## src/hw/rtl/dosc_pkg.sv

```systemverilog
// ----------------------------------------------------------------------------
// dosc_pkg
// Shared widths, constants, command types and saturation helpers for the
// damped oscillator step block.
// ----------------------------------------------------------------------------
package dosc_pkg;

	localparam int FRAC_BITS_DEF = 16;

	localparam int TIME_W     = 16;
	localparam int ACC_W      = 24;
	localparam int CFG_W      = 24;
	localparam int HSL_W      = 10;
	localparam int CFG_IDX_W  = 2;
	localparam int STATE_W    = 32;
	localparam int FRAC_OUT_W = 18;
	localparam int OFF_W      = 12;

	// Shared multiplier: a coefficient-like operand times a state-like operand.
	localparam int A_W    = CFG_W + 1;
	localparam int B_W    = 36;
	localparam int SUM_W  = B_W;
	localparam int PROD_W = A_W + B_W;

	// Constant divider: a 52-bit magnitude taken as four 13-bit digits, each
	// digit of the quotient found by a reciprocal multiply and one correction.
	localparam int DIV_W       = 52;
	localparam int DIV_DIG_W   = 13;
	localparam int DIV_DIGITS  = DIV_W / DIV_DIG_W;
	localparam int DIV_CNT_W   = $clog2(DIV_DIGITS + 1);
	localparam int REM_W       = 10;
	localparam int DIV_T_W     = REM_W + DIV_DIG_W;
	localparam int RECIP_SHIFT = 24;
	localparam int RECIP_W     = 18;
	localparam int DIV_EST_W   = DIV_T_W + RECIP_W;

	localparam logic [REM_W-1:0] DIVISOR_POS = REM_W'(100);
	localparam logic [REM_W-1:0] DIVISOR_VEL = REM_W'(600);
	localparam logic [RECIP_W-1:0] RECIP_POS = RECIP_W'((1 << RECIP_SHIFT) / 100);
	localparam logic [RECIP_W-1:0] RECIP_VEL = RECIP_W'((1 << RECIP_SHIFT) / 600);

	localparam logic [CFG_IDX_W-1:0] CFG_DAMPING = CFG_IDX_W'(0);
	localparam logic [CFG_IDX_W-1:0] CFG_SPRING  = CFG_IDX_W'(1);
	localparam logic [CFG_IDX_W-1:0] CFG_INV_RNG = CFG_IDX_W'(2);
	localparam logic [CFG_IDX_W-1:0] CFG_HALF_SL = CFG_IDX_W'(3);

	localparam logic [HSL_W-1:0] HSL_RESET = HSL_W'(30);

	localparam logic signed [PROD_W-1:0] S32_HI =
		PROD_W'((64'sd1 <<< (STATE_W - 1)) - 64'sd1);
	localparam logic signed [PROD_W-1:0] S32_LO = -S32_HI - PROD_W'(1);
	localparam logic signed [PROD_W-1:0] FRAC_HI =
		PROD_W'((64'sd1 <<< (FRAC_OUT_W - 1)) - 64'sd1);
	localparam logic signed [PROD_W-1:0] FRAC_LO = -FRAC_HI - PROD_W'(1);
	localparam logic signed [PROD_W-1:0] OFF_HI =
		PROD_W'((64'sd1 <<< (OFF_W - 1)) - 64'sd1);
	localparam logic signed [PROD_W-1:0] OFF_LO = -OFF_HI - PROD_W'(1);

	typedef enum logic [2:0] {
		MUL_KX = 3'd0,
		MUL_CV = 3'd1,
		MUL_DV = 3'd2,
		MUL_DS = 3'd3,
		MUL_FR = 3'd4,
		MUL_OF = 3'd5
	} mul_sel_t;

	typedef struct packed {
		logic       load;
		logic       mul_en;
		mul_sel_t   mul_sel;
		logic       base_ld;
		logic       slope_ld;
		logic       vstage_ld;
		logic       acc_en;
		logic [1:0] stage;
		logic       phase;
		logic       div_start;
		logic       upd;
		logic       frac_ld;
		logic       out_ld;
	} dosc_cmd_t;

	typedef struct packed {
		logic div_busy;
	} dosc_sts_t;

	function automatic logic signed [STATE_W-1:0] sat32(input logic signed [PROD_W-1:0] v);
		logic signed [STATE_W-1:0] r;
		r = (v > S32_HI) ? S32_HI[STATE_W-1:0] :
		    (v < S32_LO) ? S32_LO[STATE_W-1:0] : v[STATE_W-1:0];
		return r;
	endfunction

	function automatic logic signed [FRAC_OUT_W-1:0] sat_frac(
		input logic signed [PROD_W-1:0] v);
		logic signed [FRAC_OUT_W-1:0] r;
		r = (v > FRAC_HI) ? FRAC_HI[FRAC_OUT_W-1:0] :
		    (v < FRAC_LO) ? FRAC_LO[FRAC_OUT_W-1:0] : v[FRAC_OUT_W-1:0];
		return r;
	endfunction

	function automatic logic signed [OFF_W-1:0] sat_off(input logic signed [PROD_W-1:0] v);
		logic signed [OFF_W-1:0] r;
		r = (v > OFF_HI) ? OFF_HI[OFF_W-1:0] :
		    (v < OFF_LO) ? OFF_LO[OFF_W-1:0] : v[OFF_W-1:0];
		return r;
	endfunction

endpackage

```

## src/hw/rtl/dosc_ctrl.sv

```systemverilog
// ----------------------------------------------------------------------------
// dosc_ctrl
// Controller: sequences the shared multiplier, the four slope stages, the two
// constant divisions and the result word, and owns the input and output handshakes.
// ----------------------------------------------------------------------------
module dosc_ctrl (
	input  logic                clk,
	input  logic                arst_n,
	input  logic                in_valid,
	output logic                in_ready,
	input  logic                restart,
	output logic                out_valid,
	input  logic                out_ready,
	output dosc_pkg::dosc_cmd_t cmd,
	input  dosc_pkg::dosc_sts_t sts
);
	import dosc_pkg::*;

	typedef enum logic [13:0] {
		ST_IDLE     = 14'b00000000000001,
		ST_MUL_KX   = 14'b00000000000010,
		ST_BASE     = 14'b00000000000100,
		ST_SLOPE    = 14'b00000000001000,
		ST_VSTAGE   = 14'b00000000010000,
		ST_MUL_CV   = 14'b00000000100000,
		ST_MUL_D    = 14'b00000001000000,
		ST_DIV_GO   = 14'b00000010000000,
		ST_DIV_WAIT = 14'b00000100000000,
		ST_UPD      = 14'b00001000000000,
		ST_MUL_FR   = 14'b00010000000000,
		ST_FRAC     = 14'b00100000000000,
		ST_MUL_OF   = 14'b01000000000000,
		ST_OUT      = 14'b10000000000000
	} ctrl_state_t;

	ctrl_state_t state_q, state_nx;
	logic [1:0]  stage_q;
	logic        phase_q;
	logic        out_valid_q;
	logic        out_free;

	assign in_ready  = (state_q == ST_IDLE);
	assign out_valid = out_valid_q;
	assign out_free  = !out_valid_q || out_ready;

	always_comb begin
		state_nx      = state_q;
		cmd           = '0;
		cmd.mul_sel   = MUL_KX;
		cmd.stage     = stage_q;
		cmd.phase     = phase_q;
		case (state_q)
			ST_IDLE: begin
				if (in_valid) begin
					cmd.load = 1'b1;
					state_nx = restart ? ST_MUL_FR : ST_MUL_KX;
				end
			end
			ST_MUL_KX: begin
				cmd.mul_en  = 1'b1;
				cmd.mul_sel = MUL_KX;
				state_nx    = ST_BASE;
			end
			ST_BASE: begin
				cmd.base_ld = 1'b1;
				cmd.mul_en  = 1'b1;
				cmd.mul_sel = MUL_CV;
				state_nx    = ST_SLOPE;
			end
			ST_SLOPE: begin
				cmd.slope_ld = 1'b1;
				state_nx     = (stage_q == 2'd3) ? ST_MUL_D : ST_VSTAGE;
			end
			ST_VSTAGE: begin
				cmd.vstage_ld = 1'b1;
				cmd.acc_en    = 1'b1;
				state_nx      = ST_MUL_CV;
			end
			ST_MUL_CV: begin
				cmd.mul_en  = 1'b1;
				cmd.mul_sel = MUL_CV;
				state_nx    = ST_SLOPE;
			end
			ST_MUL_D: begin
				// The last slope joins the sum while the position product is formed.
				cmd.acc_en  = !phase_q;
				cmd.mul_en  = 1'b1;
				cmd.mul_sel = phase_q ? MUL_DS : MUL_DV;
				state_nx    = ST_DIV_GO;
			end
			ST_DIV_GO: begin
				cmd.div_start = 1'b1;
				state_nx      = ST_DIV_WAIT;
			end
			ST_DIV_WAIT: begin
				if (!sts.div_busy) begin
					state_nx = ST_UPD;
				end
			end
			ST_UPD: begin
				cmd.upd  = 1'b1;
				state_nx = phase_q ? ST_MUL_FR : ST_MUL_D;
			end
			ST_MUL_FR: begin
				cmd.mul_en  = 1'b1;
				cmd.mul_sel = MUL_FR;
				state_nx    = ST_FRAC;
			end
			ST_FRAC: begin
				cmd.frac_ld = 1'b1;
				state_nx    = ST_MUL_OF;
			end
			ST_MUL_OF: begin
				cmd.mul_en  = 1'b1;
				cmd.mul_sel = MUL_OF;
				state_nx    = ST_OUT;
			end
			ST_OUT: begin
				if (out_free) begin
					cmd.out_ld = 1'b1;
					state_nx   = ST_IDLE;
				end
			end
			default: begin
				state_nx = ST_IDLE;
			end
		endcase
	end

	always_ff @(posedge clk or negedge arst_n) begin
		if (!arst_n) begin
			state_q     <= ST_IDLE;
			stage_q     <= '0;
			phase_q     <= 1'b0;
			out_valid_q <= 1'b0;
		end else begin
			state_q <= state_nx;
			if (cmd.load) begin
				stage_q <= '0;
				phase_q <= 1'b0;
			end else begin
				if (cmd.vstage_ld) begin
					stage_q <= stage_q + 2'd1;
				end
				if (cmd.upd) begin
					phase_q <= 1'b1;
				end
			end
			if (cmd.out_ld) begin
				out_valid_q <= 1'b1;
			end else if (out_ready) begin
				out_valid_q <= 1'b0;
			end
		end
	end

	a_restart_skips_rk4: assert property (@(posedge clk) disable iff (!arst_n)
		(in_valid && in_ready && restart) |=> (state_q == ST_MUL_FR))
		else $error("restart word did not go straight to the output scaling");

	a_div_start_idle: assert property (@(posedge clk) disable iff (!arst_n)
		cmd.div_start |-> !sts.div_busy)
		else $error("divider started while still busy");

	a_four_slopes: assert property (@(posedge clk) disable iff (!arst_n)
		(state_q == ST_SLOPE && stage_q != 2'd3) |=> (state_q == ST_VSTAGE))
		else $error("slope sequence left before the fourth stage");

	a_out_no_overwrite: assert property (@(posedge clk) disable iff (!arst_n)
		(out_valid_q && !out_ready) |-> !cmd.out_ld)
		else $error("result word overwritten before it was taken");

endmodule

```

## config.mk

```make
export PLATFORM = sky130hd
export DESIGN_NAME = dosc_ctrl
export DESIGN_NICKNAME = d
export VERILOG_FILES = /design/src/hw/rtl/dosc_pkg.sv /design/src/hw/rtl/dosc_ctrl.sv
export SDC_FILE = /design/constraint.sdc
export NUM_CORES = 1
export LEC_CHECK = 0
export BUFFER_PORTS_ARGS = -buffer_cell sky130_fd_sc_hd__buf_2
export CAP_MARGIN = 25
export CORE_MARGIN = 2
export CORE_UTILIZATION = 55
export CTS_CLUSTER_SIZE = 20
export DETAILED_ROUTE_END_ITERATION = 10
export PLACE_DENSITY_LB_ADDON = 0.2
export SLEW_MARGIN = 10
export SYNTH_ARGS = -nofsm -noshare
export SYNTH_HDL_FRONTEND = slang
export SYNTH_SLANG_ARGS = --single-unit
```

## constraint.sdc

```tcl
create_clock -name clk -period 6.2 [get_ports clk]
set_input_delay 1.24 -clock clk [delete_from_list [all_inputs] [get_ports clk]]
set_output_delay 1.24 -clock clk [all_outputs]
set_load 0.1 [all_outputs]
```

==> flow_summary_export.csv <==
group,metric,value,unit
clock_network,cts-root-buf,"clkbuf_4",
timing,setup_viol,0,
yosys,synth_cells,115,
setup_path,crit_path_frequent_cell,"or4_4",
clock_network,cts_tree,"built",
setup_path,rr_worst_depth,5,
setup_path,ff2ff_setup_slack,3.90,ns
place,place_congestion,0.973,
global_routing,gr-usage-all-layers,21.0,%
yosys,netlist_area,1110,um2
die,ioPinCount,24,
setup_path,worstSetupStartpointType,"flip-flop",
routing,vias_per_cell,5.76,
yosys,async_flop_share,100,%
clock_network,worstSkewPairLatency,0.29,ns
setup_path,endpoint_kind,"primary output",
routing,dr.pass1.iters,4,
place,post-place-ws,2.32,ns
worst_hold_path,min_from,"stage_q[1]",
yosys,avgSynthCellArea,9.63,um2
clock_network,htree_levels,1,
die,dieArea,2390,um2
yosys,ys_warn_count,0,
pwr,p_per_area,468,nW/um2
final_layout,antenna_cells,0,
setup_path,required,4.96,ns
worst_hold_path,min_to,"stage_q[1]",
timing,worst_pin_slew,0.588,ns
routing,drtIter0Drc,32,
timing,fin_skew,0.0105,ns
die,fp.coreArea,1920,um2
setup_path,crit_start,"state_q[11]",
setup_path,reg2reg_from,"state_q[1]",
flow_run,cap_viol_max_count,0,
global_routing,antenna_found_initial,0,
place,placed_cells_incl_taps,157,
clock_network,cts.reportedPaths.clkPinSlew,0.10,ns
outcome,outcome,"completed",
clock_network,cts_hold_repair.buffers,0,
pwr,ir_drop,0.000405,V
die,row_count,16,
timing,fin_crit,4.21,ns
final_layout,fin_area,1230,um2
die,die_h,48.9,um
timing,fin_ws,1.99,ns
setup_path,crit_type,"flip-flop to primary output",
final_layout,fillCellCount,172,
clock_network,cts_resized,0,
routing,via_count,928,
global_routing,grt_overflow_total,0,
timing,drv_slew,0,
clock_network,cts_buffers,3,
yosys,synth-seq-cells,18,
final_layout,fin_util,64.1,%
setup_path,critPathMaxStageDelay,0.58,ns
yosys,syn_nets,122,
global_routing,grt_max_degree,19,
pwr,p_leak,0.625,nW
place,place_area,1200,um2
final_layout,syn2layout_area_growth,11.2,%
setup_path,crit_arrival,2.97,ns
global_routing,grt_pass1_vias,871,
timing,hold_viol,0,
place,port_buffers,23,
routing,wire_per_inst,14.1,um
clock_network,clockBufferDepth,2,
final_layout,final_cells,161,
routing,ant_nets,0,
setup_path,worst-path-buf-inv,1,
final_layout,drive_gt1_share,29.9,%
setup_path,cp_max_fo,9,
timing,rsz0062_at_grt,"false",
worst_hold_path,min_path_cells,2,
place,place_hpwl,1740,um
setup_path,worstReg2RegEnd,"state_q[10]",
timing,finalCritPeriodShare,68.0,%
setup_path,crit_path_top_delay_cell,"or4_4",
worst_hold_path,hp-class,"flip-flop to flip-flop",
yosys,ys_seq_area_share,40.8,%
setup_path,path_delay_family,"simple AND/OR/NAND/NOR gates",
timing,fmax,237,MHz
timing,finalSetupTns,0,ns
yosys,synth_edf_count,0,
timing,relSlewSlack,60.5,%
global_routing,grt_pass1_wl,3910,um
pwr,finalPower,0.576,mW
routing,drcViolationCount,0,
clock_network,post_cts_buffers,0,
final_layout,final_nets,142,
yosys,synth_cell_types,44,
timing,hold_ws,0.574,ns
setup_path,crit_chain,"or4_4 > nand2b_4 > or4_4 > nor3b_4 > a221o_1 > buf_2",
clock_network,clock_sinks,18,
die,dieWidth,48.9,um
yosys,synth_top_flop_cell,"dfrtp_1",
die,floorplan.initialDensity,57.6,%
routing,wl,2270,um
==> state kept, by name (all words and copies together) (netlist names) <==
signal	cells
out_valid	1
phase_q	1
stage_q	2
state_q	14
==> power breakdown <==
group | leakage [nW] | internal, mW | switching [mW]
Combinational | 0.363 | 0.102 | 0.252
Clock | 0.0150 | 0.0250 | 0.0344
Sequential | 0.247 | 0.135 | 0.0281
==> kinds of logic (layout without fill, tap and decap cells) <==
| group | count (synthesis) | count (layout) | synth area share, % |
|---|---|---|---|
| DFF | 18 | 18 | 40.8 |
| adders and majority gates | 1 | 1 | 1.13 |
| AOI/OAI and AO/OA | 14 | 14 | 8.93 |
| buffers and inverters | 11 | 30 | 6.21 |
| and+or+nand+nor | 64 | 64 | 37.4 |
| xor gates and xnor gates | 7 | 7 | 5.54 |
==> metal layers <==
layer	vias up	global-route usage [%]	wire length, um
met5	-	0	0
met4	0	9.52	31
met3	4	3.37	147
met2	44	32.0	1010
met1	425	29.4	1090
li1	455	-	-
==> cell usage in the layout, fill, tap and decap left out, types with 2 or more instances in the layout <==
cell type   n
nor2b_1     4
nor2_1      8
inv_1       3
or2_2       3
and3_1      3
xor2_1      3
clkbuf_4    3
nor3b_1     4
or4_4       2
nand2b_1    5
xnor2_1     4
a21oi_1     3
dfrtp_1    17
or4_1       5
buf_2      23
nor3_1      9
nor4_1      3
nand2_1     6
==> worst register-to-register path, cell delays in order, from the launching register on <==
cell and delay [ns]:
dfrtp_1 0.46, or4_1 0.68, or2_2 0.36, nor3_1 0.45, a22oi_1 0.17, nor2_1 0.11
==> cell usage after synthesis, types with 2 or more instances <==
library cell / count / area (um2)
inv_1: 3 / 11.3
nor4_1: 4 / 25.0
xnor2_1: 4 / 35.0
and3_1: 3 / 18.8
nor2_1: 8 / 30.0
nand2b_1: 5 / 31.3
or4_1: 5 / 37.5
nor3b_1: 4 / 30.0
nor3_1: 9 / 45.0
a21oi_1: 3 / 15.0
nor2b_1: 4 / 25.0
buf_4: 3 / 22.5
clkbuf_1: 2 / 7.51
or4_4: 2 / 22.5
or2_2: 3 / 18.8
buf_6: 2 / 22.5
xor2_1: 3 / 26.3
nand2_1: 6 / 22.5
dfrtp_1: 17 / 425
==> layout make-up <==
| cell class | instances | area [um2] | area share, % |
|---|---|---|---|
| multi-input cells | 86 | 593 | 48.2 |
| flip-flops and latches | 18 | 452 | 36.7 |
| repair buffers | 23 | 115 | 9.35 |
| well taps | 27 | 33.8 | 2.74 |
| clock buffers | 4 | 26.3 | 2.13 |
| inverters | 3 | 11.3 | 0.915 |
==> worst max path at each step <==
| stage | end | slack [ns] | cells after the start |
|---|---|---|---|
| finish | cmd[11] | 1.99 | 6 |
| global route | cmd[11] | 1.86 | 6 |
| CTS | cmd[11] | 1.99 | 6 |
| detailed placement | cmd[11] | 2.32 | 6 |
| global placement | cmd[11] | 2.33 | 6 |
| floorplan | cmd[15] | 0.29 | 7 |
No activity file was read; power rests on OpenSTA's default activity.
